$ cat src/hdl/tcw_pkg.sv
// Shared types, constants and the control program of the text console writer.
// Holds the screen geometry, transaction structs and the microcode ROM.
// No dependencies.
package tcw_pkg;

    // Screen geometry
    localparam int COLUMNS = 80;
    localparam int ROWS    = 25;
    localparam int CELLS   = ROWS * COLUMNS;

    // Internal widths derived from the geometry
    localparam int COL_W  = $clog2(COLUMNS);
    localparam int ROW_W  = $clog2(ROWS + 1);
    localparam int CELL_W = $clog2(CELLS);
    localparam int OFS_W  = $clog2((ROWS + 1) * COLUMNS);
    localparam int SUM_W  = COL_W + 2;

    // Transaction field widths
    localparam int OP_W   = 2;
    localparam int CHAR_W = 8;
    localparam int IDX_W  = 11;
    localparam int OCOL_W = 7;
    localparam int OROW_W = 5;
    localparam int HW_W   = 11;
    localparam int DATA_W = 16;
    localparam int TAB_W  = 5;
    localparam int ATTR_W = 8;

    // Configuration port
    localparam int ADDR_W    = 3;
    localparam int PDATA_W   = 32;
    localparam logic REG_TAB  = 1'b0;
    localparam logic REG_ATTR = 1'b1;
    localparam logic [TAB_W-1:0]  TAB_RESET  = 5'd8;
    localparam logic [ATTR_W-1:0] ATTR_RESET = 8'h0F;

    // Operation codes
    localparam logic [OP_W-1:0] OP_PUT   = 2'd0;
    localparam logic [OP_W-1:0] OP_CLEAR = 2'd1;
    localparam logic [OP_W-1:0] OP_READ  = 2'd2;

    // Control characters
    localparam logic [CHAR_W-1:0] CH_BS  = 8'd8;
    localparam logic [CHAR_W-1:0] CH_TAB = 8'd9;
    localparam logic [CHAR_W-1:0] CH_NL  = 8'd10;
    localparam logic [CHAR_W-1:0] CH_CR  = 8'd13;

    localparam logic [CHAR_W-1:0] BLANK_CHAR = 8'h20;
    localparam logic [ATTR_W-1:0] RESET_ATTR = 8'h0F;

    typedef struct packed {
        logic [OP_W-1:0]   op;
        logic [CHAR_W-1:0] char_code;
        logic [IDX_W-1:0]  cell_index;
    } in_item_t;

    typedef struct packed {
        logic [OCOL_W-1:0] cursor_col;
        logic [OROW_W-1:0] cursor_row;
        logic [HW_W-1:0]   hw_cursor_offset;
        logic [DATA_W-1:0] cell_data;
    } out_item_t;

    // Program steps
    typedef enum logic [3:0] {
        ST_INIT,
        ST_IDLE,
        ST_DISPATCH,
        ST_PUT,
        ST_SCR_COPY,
        ST_SCR_DRAIN,
        ST_SCR_BLANK,
        ST_SCR_END,
        ST_CHAR,
        ST_EMIT,
        ST_CLR_FILL,
        ST_CLR_END,
        ST_RD_ISSUE,
        ST_RD_CAP
    } step_t;

    typedef enum logic [1:0] {WR_NONE, WR_FILL, WR_CHAR} wr_t;
    typedef enum logic [1:0] {RD_NONE, RD_COPY, RD_INDEX} rd_t;
    typedef enum logic [1:0] {PTR_HOLD, PTR_CLEAR, PTR_INC, PTR_LAST_ROW} ptr_op_t;
    typedef enum logic {LIM_CELLS, LIM_COPY} lim_t;
    typedef enum logic [1:0] {CUR_HOLD, CUR_HOME, CUR_SCROLLED, CUR_CHAR} cur_op_t;
    typedef enum logic [1:0] {DAT_HOLD, DAT_ZERO, DAT_CAPTURE} dat_op_t;
    typedef enum logic [1:0] {DONE_HOLD, DONE_SET, DONE_CLEAR} done_op_t;

    typedef enum logic [2:0] {
        CND_ALWAYS,
        CND_PTR_LAST,
        CND_IN_VALID,
        CND_NOT_FULL,
        CND_DONE,
        CND_TAB_SCROLL,
        CND_OUT_FREE,
        CND_DISPATCH
    } cond_t;

    // Control word driving the datapath
    typedef struct packed {
        logic     take_in;
        wr_t      wr;
        rd_t      rd;
        ptr_op_t  ptr_op;
        lim_t     lim;
        logic     fill_reset;
        cur_op_t  cur;
        dat_op_t  dat;
        done_op_t done;
        logic     emit;
    } ctl_t;

    // Full microcode word: control plus branch
    typedef struct packed {
        ctl_t  ctl;
        cond_t cond;
        step_t tgt_true;
        step_t tgt_false;
    } uword_t;

    // Datapath status seen by the sequencer
    typedef struct packed {
        logic [OP_W-1:0] op;
        logic            ptr_last;
        logic            row_full;
        logic            char_done;
        logic            tab_scroll;
    } dp_stat_t;

    // Microcode ROM
    function automatic uword_t ucode(input step_t step);
        uword_t w;
        w = '0;
        w.tgt_true  = ST_IDLE;
        w.tgt_false = ST_IDLE;
        unique case (step)
            ST_INIT:
            begin
                w.ctl.wr = WR_FILL;
                w.ctl.fill_reset = 1'b1;
                w.ctl.ptr_op = PTR_INC;
                w.ctl.lim = LIM_CELLS;
                w.cond = CND_PTR_LAST;
                w.tgt_true = ST_IDLE;
                w.tgt_false = ST_INIT;
            end
            ST_IDLE:
            begin
                w.ctl.take_in = 1'b1;
                w.cond = CND_IN_VALID;
                w.tgt_true = ST_DISPATCH;
                w.tgt_false = ST_IDLE;
            end
            ST_DISPATCH:
            begin
                w.ctl.ptr_op = PTR_CLEAR;
                w.ctl.dat = DAT_ZERO;
                w.ctl.done = DONE_CLEAR;
                w.cond = CND_DISPATCH;
            end
            ST_PUT:
            begin
                w.cond = CND_NOT_FULL;
                w.tgt_true = ST_CHAR;
                w.tgt_false = ST_SCR_COPY;
            end
            ST_SCR_COPY:
            begin
                w.ctl.rd = RD_COPY;
                w.ctl.ptr_op = PTR_INC;
                w.ctl.lim = LIM_COPY;
                w.cond = CND_PTR_LAST;
                w.tgt_true = ST_SCR_DRAIN;
                w.tgt_false = ST_SCR_COPY;
            end
            ST_SCR_DRAIN:
            begin
                w.ctl.ptr_op = PTR_LAST_ROW;
                w.cond = CND_ALWAYS;
                w.tgt_true = ST_SCR_BLANK;
            end
            ST_SCR_BLANK:
            begin
                w.ctl.wr = WR_FILL;
                w.ctl.ptr_op = PTR_INC;
                w.ctl.lim = LIM_CELLS;
                w.cond = CND_PTR_LAST;
                w.tgt_true = ST_SCR_END;
                w.tgt_false = ST_SCR_BLANK;
            end
            ST_SCR_END:
            begin
                w.ctl.cur = CUR_SCROLLED;
                w.cond = CND_DONE;
                w.tgt_true = ST_EMIT;
                w.tgt_false = ST_CHAR;
            end
            ST_CHAR:
            begin
                w.ctl.cur = CUR_CHAR;
                w.ctl.wr = WR_CHAR;
                w.ctl.done = DONE_SET;
                w.ctl.ptr_op = PTR_CLEAR;
                w.cond = CND_TAB_SCROLL;
                w.tgt_true = ST_SCR_COPY;
                w.tgt_false = ST_EMIT;
            end
            ST_EMIT:
            begin
                w.ctl.emit = 1'b1;
                w.cond = CND_OUT_FREE;
                w.tgt_true = ST_IDLE;
                w.tgt_false = ST_EMIT;
            end
            ST_CLR_FILL:
            begin
                w.ctl.wr = WR_FILL;
                w.ctl.ptr_op = PTR_INC;
                w.ctl.lim = LIM_CELLS;
                w.cond = CND_PTR_LAST;
                w.tgt_true = ST_CLR_END;
                w.tgt_false = ST_CLR_FILL;
            end
            ST_CLR_END:
            begin
                w.ctl.cur = CUR_HOME;
                w.cond = CND_ALWAYS;
                w.tgt_true = ST_EMIT;
            end
            ST_RD_ISSUE:
            begin
                w.ctl.rd = RD_INDEX;
                w.cond = CND_ALWAYS;
                w.tgt_true = ST_RD_CAP;
            end
            ST_RD_CAP:
            begin
                w.ctl.dat = DAT_CAPTURE;
                w.cond = CND_ALWAYS;
                w.tgt_true = ST_EMIT;
            end
            default:
            begin
                w.cond = CND_ALWAYS;
                w.tgt_true = ST_IDLE;
            end
        endcase
        return w;
    endfunction

    // Dispatch table: first step of each operation
    function automatic step_t dispatch(input logic [OP_W-1:0] op);
        step_t s;
        unique case (op)
            OP_PUT:   s = ST_PUT;
            OP_CLEAR: s = ST_CLR_FILL;
            OP_READ:  s = ST_RD_ISSUE;
            default:  s = ST_EMIT;
        endcase
        return s;
    endfunction

endpackage

$ cat src/hdl/tcw_seq.sv
// Microcode sequencer: step counter, program ROM lookup and branch logic.
// Depends on tcw_pkg.
module tcw_seq (
    input  logic             clk,
    input  logic             rst_n,
    input  tcw_pkg::dp_stat_t stat,
    input  logic             in_valid,
    input  logic             out_free,
    output tcw_pkg::ctl_t    ctl
);
    import tcw_pkg::*;

    step_t  step_reg;
    step_t  step_next;
    uword_t word;
    logic   cond_hit;

    // Fetch the control word of the current step
    always_comb
    begin
        word = ucode(step_reg);
        ctl  = word.ctl;
    end

    // Evaluate branch condition and pick the next step
    always_comb
    begin
        unique case (word.cond)
            CND_ALWAYS:     cond_hit = 1'b1;
            CND_PTR_LAST:   cond_hit = stat.ptr_last;
            CND_IN_VALID:   cond_hit = in_valid;
            CND_NOT_FULL:   cond_hit = !stat.row_full;
            CND_DONE:       cond_hit = stat.char_done;
            CND_TAB_SCROLL: cond_hit = stat.tab_scroll;
            CND_OUT_FREE:   cond_hit = out_free;
            CND_DISPATCH:   cond_hit = 1'b1;
            default:        cond_hit = 1'b1;
        endcase
        if (word.cond == CND_DISPATCH)
        begin
            step_next = dispatch(stat.op);
        end
        else if (cond_hit)
        begin
            step_next = word.tgt_true;
        end
        else
        begin
            step_next = word.tgt_false;
        end
    end

    // Step counter, starts with the store clearing pass
    always_ff @(posedge clk or negedge rst_n)
    begin
        if (!rst_n)
        begin
            step_reg <= ST_INIT;
        end
        else
        begin
            step_reg <= step_next;
        end
    end

endmodule

$ cat config.mk
export PLATFORM = sky130hd
export DESIGN_NAME = tcw_seq
export DESIGN_NICKNAME = d
export VERILOG_FILES = /design/src/hdl/tcw_pkg.sv /design/src/hdl/tcw_seq.sv
export SDC_FILE = /design/constraint.sdc
export NUM_CORES = 1
export LEC_CHECK = 0
export BUFFER_PORTS_ARGS = -buffer_cell sky130_fd_sc_hd__clkbuf_2
export CAP_MARGIN = 20
export CORE_MARGIN = 2
export CORE_UTILIZATION = 46
export CTS_CLUSTER_SIZE = 20
export DETAILED_ROUTE_END_ITERATION = 8
export PLACE_DENSITY = 0.77
export SLEW_MARGIN = 10
export SYNTH_ARGS = -nofsm -noshare
export SYNTH_HDL_FRONTEND = slang
export SYNTH_SLANG_ARGS = --single-unit
$ cat constraint.sdc
create_clock -name clk -period 1.89 [get_ports clk]
set_input_delay 0.2835 -clock clk [delete_from_list [all_inputs] [get_ports clk]]
set_output_delay 0.2835 -clock clk [all_outputs]
set_load 0.01 [all_outputs]
==> results of run 1 <==
## cell families after synthesis
kind of cell               after synthesis  share of synthesized area [%]
and+or+nand+nor                         40                           32.7
AOI/OAI and AO/OA                       22                           23.4
buffers and inverters                   15                           11.9
adders and majority gates                5                           10.1
DFF                                      4                           16.2
muxes                                    2                           4.24
xor gates and xnor gates                 1                           1.41
## what timing repair did
item | 4_1_cts | 5_1_grt
resized for setup | 1 | 4
endpoints found under the hold margin | 4 | 0
setup buffers | 0 | 2
endpoints found under the setup margin | 1 | 10
hold buffers | 1 | 0
## routing by layer
metal,wire length [µm],GRT usage [%]
met5,0,0
met4,0,5.00
met2,777,33.7
met3,68,6.52
met1,695,27.6
## critical path, stage by stage (launching register included)
cell and delay (ps):
dfrtp_1 440, buf_4 240, nand2b_1 150, nand3b_1 210, o21ai_0 90, clkbuf_2 150
## worst max-delay path by stage
stage	endpoint	startpoint	cells after the start	slack [ps]
after floorplan	ctl[11]	step_reg[1]	6	150
after global placement	step_reg[3]	step_reg[0]	6	140
after detailed placement	step_reg[3]	step_reg[1]	6	80
after CTS	ctl[6]	step_reg[1]	4	7
after global routing	ctl[9]	step_reg[3]	5	-7
final	ctl[10]	step_reg[3]	5	90
## Yosys cell counts (2+ instances only)
library cell  count  share of area, %
nand2_1           7               4.2
nor2_1           16               9.7
buf_4             4               4.8
ha_1              5                10
clkbuf_1          4               2.4
nand2b_1          5               5.1
a21oi_1           6               4.8
nor2b_1           2               2.0
dfrtp_1           4                16
o21ai_0           3               2.4
inv_1             4               2.4
o22ai_1           2               2.0
nor3_1            3               2.4
o21ai_1           2               1.6
buf_2             2               1.6
## final cells by class
class / count / share of cell area (%)
timing repair buffer: 34 / 23.8
sequential: 4 / 12.4
inverter: 5 / 2.29
multi-input combinational: 70 / 56.5
tap: 15 / 2.29
clock buffer: 3 / 2.75
## where the power goes
part | total [mW] | switching [mW] | internal (mW)
clock | 0.106 | 0.0348 | 0.0710
sequential | 0.192 | 0.0657 | 0.126
combinational | 1.04 | 0.562 | 0.474
total | 1.33 | 0.663 | 0.672
==> results.sh, run 1 <==
export IMPL_status="finished clean"
export IMPL_drc=0
export IMPL_fill_cells=117
export IMPL_synthCells=89
export IMPL_htree_levels=1
export IMPL_grt_pass1_wl_mm=2.30
export IMPL_slew_headroom_pct=79.3
export IMPL_overflow=0
export IMPL_timing_final_ws_setup_ps=92.2
export IMPL_drt_pass1_iter_count=4
export IMPL_synth_edf_count=0
export IMPL_wl_mm=1.54
export IMPL_dp_slack_ps=82.9
export IMPL_grt_max_degree=15
export IMPL_rrSetupSlack_ps=110
export IMPL_critPathArrivalTime_ps=1510
export IMPL_gp_congestion=0.867
export IMPL_cp_max_fo=13
export IMPL_postPlaceCellArea_um2=753
export IMPL_fin_crit_ps=1800
export IMPL_syn_avg_cell_area_um2=6.96
export IMPL_diodes=0
export IMPL_initial_core_util_pct=48.2
export IMPL_multi_input_area_um2=463
export IMPL_clk_pin_slew_ps=40
export IMPL_worst_pin_slew_ps=311
export IMPL_cts_root_buf="clkbuf_4"
export IMPL_ys_seq_area_share_pct=16.2
export IMPL_ir_drop_mv=0.812
export IMPL_total_power_mw=1.33
export IMPL_fin_crit_sh_pct=95.1
export IMPL_cts_path_max_buffers=2
export IMPL_slew_viol_final=0
export IMPL_final_cells=131
export IMPL_die_area_um2=1660
export IMPL_start_kind="flop"
export IMPL_power_density_nw_per_um2=1630
export IMPL_largest_reg_flops=4
export IMPL_ys_ff_latch=4
export IMPL_postRouteAntennaNets=0
export IMPL_setup_tns_ps=0
export IMPL_die_h_um=40.7
export IMPL_rows=13
export IMPL_final_nets=133
export IMPL_r2r_start="step_reg[0]"
export IMPL_end_kind="output pin"
export IMPL_cts_inserted_buffers=3
export IMPL_r2r_cells=6
export IMPL_timing_rr_end="step_reg[3]"
export IMPL_fin_util_pct=63.8
export IMPL_place_inst=125
export IMPL_synthFlopType="dfrtp_1"
export IMPL_worstHoldPathType="input port to async pin"
export IMPL_ioPinCount=26
export IMPL_final_cell_mix="clkbuf_2, nor2_1, buf_4, nand2_1, a21oi_1"
export IMPL_dpl_hpwl_mm=1.16
export IMPL_floorplan_die_width_um=40.7
export IMPL_synthArstFlopShare_pct=100
export IMPL_fin_area_um2=820
export IMPL_antenna_found_initial=0
export IMPL_coreArea_um2=1280
export IMPL_synth_nets=104
export IMPL_cp_required_ps=1610
export IMPL_seqCellArea_um2=101
export IMPL_yosysUniqueCellTypes=35
export IMPL_max_freq_mhz=556
export IMPL_hold_violations=0
export IMPL_first_global_vias=526
export IMPL_layout_drive_gt1_share_pct=40.5
export IMPL_syn_to_final_growth_pct=32.3
export IMPL_cts_sinks=4
export IMPL_criticalPathCategory="flop to output pin"
export IMPL_port_buffer_count=25
export IMPL_track_usage_pct=21.2
export IMPL_drt_initial_drc_count=21
export IMPL_yosysWarnings=0
export IMPL_viasPerCell=5.32
export IMPL_clock_skew_ps=0.633
export IMPL_cap_viol_max_count=0
export IMPL_synth_area_um2=619
export IMPL_power_leakage_nw=0.410
export IMPL_clock_latency_ps=230
export IMPL_setup_viol=0
export IMPL_cts_tree="done"
export IMPL_final_common_cell="clkbuf_2"
export IMPL_holdWs_ps=389
export IMPL_wl_per_cell_um=11.8
export IMPL_num_vias=697
(Power assumes the default switching activity.)
==> run 2: changes to the inputs <==
--- a/config.mk
+++ b/config.mk
@@ -12,6 +12,7 @@
 export CTS_CLUSTER_SIZE = 20
 export DETAILED_ROUTE_END_ITERATION = 8
 export PLACE_DENSITY = 0.77
+export SETUP_SLACK_MARGIN = 0.3
 export SLEW_MARGIN = 10
 export SYNTH_ARGS = -nofsm -noshare
 export SYNTH_HDL_FRONTEND = slang
==> results.sh, run 2 (synthesis gave the netlist of run 1 again) <==
export IMPL_status="finished clean"
export IMPL_use_met2_pct=44.0
export IMPL_cts_root_buf="clkbuf_4"
export IMPL_final_nets=146
export IMPL_clock_latency_ps=270
export IMPL_slew_viol_final=0
export IMPL_drc=0
export IMPL_grt_pass1_wl_mm=2.72
export IMPL_floorplan_die_width_um=40.7
export IMPL_cp_max_fo=13
export IMPL_total_power_mw=1.69
export IMPL_syn_to_final_growth_pct=59.0
export IMPL_max_freq_mhz=555
export IMPL_ir_drop_mv=0.974
export IMPL_htree_levels=1
export IMPL_timing_final_ws_setup_ps=88.1
export IMPL_fin_crit_sh_pct=95.3
export IMPL_place_inst=125
export IMPL_cap_viol_max_count=0
export IMPL_wl_mm=1.94
export IMPL_port_buffer_count=25
export IMPL_final_cell_mix="clkbuf_2, buf_4, nor2_1, nand2_1, a21oi_1"
export IMPL_power_leakage_nw=0.487
export IMPL_start_kind="flop"
export IMPL_cts_path_max_buffers=2
export IMPL_drt_pass1_iter_count=4
export IMPL_layout_drive_gt1_share_pct=50.8
export IMPL_postRouteAntennaNets=0
export IMPL_clock_skew_ps=23.4
export IMPL_power_density_nw_per_um2=1710
export IMPL_cts_inserted_buffers=3
export IMPL_setup_viol=0
export IMPL_seqCellArea_um2=104
export IMPL_first_global_vias=661
export IMPL_criticalPathCategory="flop to output pin"
export IMPL_hold_violations=0
export IMPL_setup_tns_ps=0
export IMPL_worst_pin_slew_ps=252
export IMPL_initial_core_util_pct=48.2
export IMPL_antenna_found_initial=0
export IMPL_rows=13
export IMPL_die_area_um2=1660
export IMPL_coreArea_um2=1280
export IMPL_rsz0062_at_grt="true"
export IMPL_num_vias=760
export IMPL_grt_util_met3_pct=7.07
export IMPL_slew_headroom_pct=83.1
export IMPL_final_common_cell="clkbuf_2"
export IMPL_fill_cells=102
export IMPL_viasPerCell=5.24
export IMPL_clk_pin_slew_ps=60
export IMPL_cp_required_ps=1610
export IMPL_dpl_hpwl_mm=1.14
export IMPL_critPathArrivalTime_ps=1520
export IMPL_grt_busiest_layer="met2"
export IMPL_diodes=0
export IMPL_grt_max_degree=14
export IMPL_overflow=0
export IMPL_worstHoldPathType="input port to async pin"
export IMPL_drt_initial_drc_count=29
export IMPL_cts_tree="done"
export IMPL_end_kind="output pin"
export IMPL_multi_input_area_um2=493
export IMPL_die_h_um=40.7
export IMPL_gp_congestion=0.829
export IMPL_holdWs_ps=348
export IMPL_cts_sinks=4
export IMPL_final_cells=145
export IMPL_use_met1_pct=28.5
export IMPL_track_usage_pct=25.7
export IMPL_dp_slack_ps=60.4
export IMPL_largest_reg_flops=4
export IMPL_wl_per_cell_um=13.4
export IMPL_ioPinCount=26
export IMPL_fin_crit_ps=1800
run 2: cell types whose count changed in the layout (fill, tap and decap cells not counted), sizes merged:
cell    before  now
buf          8   24
clkbuf      28   26
run 2: area by class of cell:
class / instances / share of cell area, %
multi-input cells: 70 / 50.1
well taps: 15 / 1.91
clock buffers: 4 / 2.67
flip-flops and latches: 4 / 10.5
inverters: 5 / 1.91
repair buffers: 47 / 32.9
run 2: worst max-delay path: stages (launching register included):
cell and delay (ps):
dfrtp_2 440, buf_4 200, nor2b_4 160, nor2_1 70
o32ai_1 210, buf_2 170
run 2: path summary, 6_finish.rpt:
check / from / end / slack [ps] / depth (start not counted)
max in group asynchronous: rst_n / step_reg[0] / 1380 / 2
worst max register to register: step_reg[3] / step_reg[3] / 110 / 7
worst min-delay path: rst_n / step_reg[1] / 350 / 2
worst max-delay path: step_reg[3] / ctl[9] / 90 / 5
worst min register to register: step_reg[2] / step_reg[3] / 770 / 3
min in group clk: stat[2] / step_reg[1] / 600 / 5
run 2: routing by layer:
metal	routed length, µm	up-vias
li1	-	378
met1	796	359
met2	1010	20
met3	109	3
met4	23	0
met5	0	-
run 2: metrics by stage:
| step | util (%) | instance area [µm²] |
|---|---|---|
| after floorplan | - | 659 |
| after global placement | 60.9 | 782 |
| after detailed placement | 60.9 | 782 |
| after CTS | 73.1 | 940 |
| after global routing | 76.6 | 985 |
| final | 76.6 | 985 |
run 2: timing repair:
item,in CTS,in global routing
gates cloned,0,0
pin swaps,5,3
setup buffers,13,2
gates resized for setup,5,10
endpoints found under the hold margin,4,0
endpoints found under the setup margin,19,19
hold buffers,1,0
run 2: power breakdown:
| part | internal [mW] | switching, mW | total (mW) |
|---|---|---|---|
| Combinational | 0.689 | 0.669 | 1.36 |
| Sequential | 0.130 | 0.0645 | 0.195 |
| Clock | 0.0803 | 0.0530 | 0.133 |
| Total | 0.900 | 0.787 | 1.69 |
==> run 3: changes to the inputs <==
--- a/config.mk
+++ b/config.mk
@@ -12,7 +12,7 @@
 export CTS_CLUSTER_SIZE = 20
 export DETAILED_ROUTE_END_ITERATION = 8
 export PLACE_DENSITY = 0.77
-export SETUP_SLACK_MARGIN = 0.3
+export SETUP_SLACK_MARGIN = 0.4
 export SLEW_MARGIN = 10
 export SYNTH_ARGS = -nofsm -noshare
 export SYNTH_HDL_FRONTEND = slang
==> results.sh, run 3 (synthesis gave the netlist of run 1 again) <==
export IMPL_dpl_hpwl_mm=1.21
export IMPL_fin_crit_sh_pct=100
export IMPL_worst_pin_slew_ps=312
export IMPL_grt_pass1_wl_mm=3.59
export IMPL_syn_to_final_growth_pct=85.3
export IMPL_cap_viol_max_count=0
export IMPL_final_nets=151
export IMPL_viasPerCell=6.43
export IMPL_die_area_um2=1660
export IMPL_coreArea_um2=1280
export IMPL_first_global_vias=845
export IMPL_hold_violations=0
export IMPL_clock_latency_ps=250
export IMPL_track_usage_pct=33.6
export IMPL_slew_headroom_pct=79.0
export IMPL_cts_inserted_buffers=3
export IMPL_num_vias=964
export IMPL_cp_max_fo=4
export IMPL_largest_reg_flops=4
export IMPL_clock_skew_ps=14.4
export IMPL_dp_slack_ps=71.7
export IMPL_cts_tree="done"
export IMPL_fin_area_um2=1150
export IMPL_power_leakage_nw=0.551
export IMPL_worstHoldPathType="input port to async pin"
export IMPL_wl_mm=3.42
export IMPL_critPathArrivalTime_ps=2020
export IMPL_cp_required_ps=2010
export IMPL_diodes=0
export IMPL_floorplan_die_width_um=40.7
export IMPL_antenna_found_initial=0
export IMPL_power_density_nw_per_um2=1870
export IMPL_rsz0062_at_grt="true"
export IMPL_overflow=0
export IMPL_initial_core_util_pct=48.2
export IMPL_port_buffer_count=25
export IMPL_setup_tns_ps=-5.69
export IMPL_clk_pin_slew_ps=50
export IMPL_status="finished, violations left"
export IMPL_cts_path_max_buffers=2
export IMPL_drc=0
export IMPL_die_h_um=40.7
export IMPL_htree_levels=1
export IMPL_setup_viol=1
export IMPL_postRouteAntennaNets=0
export IMPL_ioPinCount=26
export IMPL_cts_root_buf="clkbuf_4"
export IMPL_start_kind="flop"
export IMPL_drt_pass1_iter_count=4
export IMPL_grt_max_degree=12
export IMPL_violations="negative setup slack"
export IMPL_rows=13
export IMPL_timing_final_ws_setup_ps=-5.69
export IMPL_slew_viol_final=0
export IMPL_drt_initial_drc_count=65
export IMPL_criticalPathCategory="flop to flop"
export IMPL_fill_cells=56
export IMPL_ir_drop_mv=1.61
export IMPL_cts_sinks=4
export IMPL_layout_drive_gt1_share_pct=62.2
export IMPL_final_cell_mix="buf_4, nor2_1, clkbuf_2, buf_6"
export IMPL_end_kind="flop"
export IMPL_max_freq_mhz=528
export IMPL_wl_per_cell_um=22.8
export IMPL_final_common_cell="buf_4"
export IMPL_gp_congestion=0.876
export IMPL_fin_crit_ps=1900
export IMPL_postPlaceCellArea_um2=785
-- run 3: cell count changes in the layout (fill, tap and decap cells not counted), moves of 3 or more --
cell	previous run	this run
clkbuf_2	22	13
nand2b_4	1	4
buf_2	3	6
buf_6	5	12
buf_4	15	18
-- run 3: power breakdown --
part / switching [mW] / internal, mW / total [mW]
Clock: 0.0479 / 0.0800 / 0.128
Combinational: 0.920 / 0.872 / 1.79
Sequential: 0.0929 / 0.130 / 0.223
Total: 1.06 / 1.08 / 2.14
-- run 3: layout make-up --
type	instances	area, µm²	share of cell area, %
Multi-Input combinational cell	70	569	49.6
Timing Repair Buffer	52	410	35.8
Sequential cell	4	104	9.05
Clock buffer	4	26.3	2.29
Inverter	5	18.8	1.64
Tap cell	15	18.8	1.64
-- run 3: path summary, 6_finish.rpt --
check | startpoint | endpoint | slack, ps | cells past startpoint
worst max-delay path | step_reg[1] | step_reg[3] | -6 | 7
worst min-delay path | rst_n | step_reg[0] | 390 | 2
worst max register to register | step_reg[1] | step_reg[3] | -6 | 7
worst min register to register | step_reg[1] | step_reg[0] | 880 | 5
max in group asynchronous | rst_n | step_reg[1] | 1330 | 2
min in group clk | stat[5] | step_reg[2] | 640 | 5
-- run 3: repair_timing --
action	4_1_cts	5_1_grt
gates resized for setup	21	28
hold buffers	1	0
endpoints found under the hold margin	4	0
buffers inserted	19	1
endpoints found under the setup margin	20	20
pin swaps	9	2
-- run 3: per-stage QoR --
step                utilization (%)  hold WS, ps  std cells  power [mW]
CTS                            82.6          366        149        1.78
global route                   89.3          396        150        2.22
global placement               61.1         92.0        125        1.19
finish                         89.3          394        150        2.14
floorplan                         -        -12.1         89       0.981
detailed placement             61.1          101        125        1.21
-- run 3: worst max-delay path: stages, from the launching register on --
cell and delay [ps]:
dfrtp_2 440, buf_4 170, nor2b_4 160, a22oi_2 80, o22a_2 280, nand3_4 100, mux2_4 300, o221a_1 250
-- run 3: layer usage --
layer  GRT usage [%]  up-vias  wire length, µm
li1                -      393                -
met1            37.4      454             1220
met2            54.4       93             1630
met3            4.35       24              361
met4            31.7        0              206
met5               0        -                0
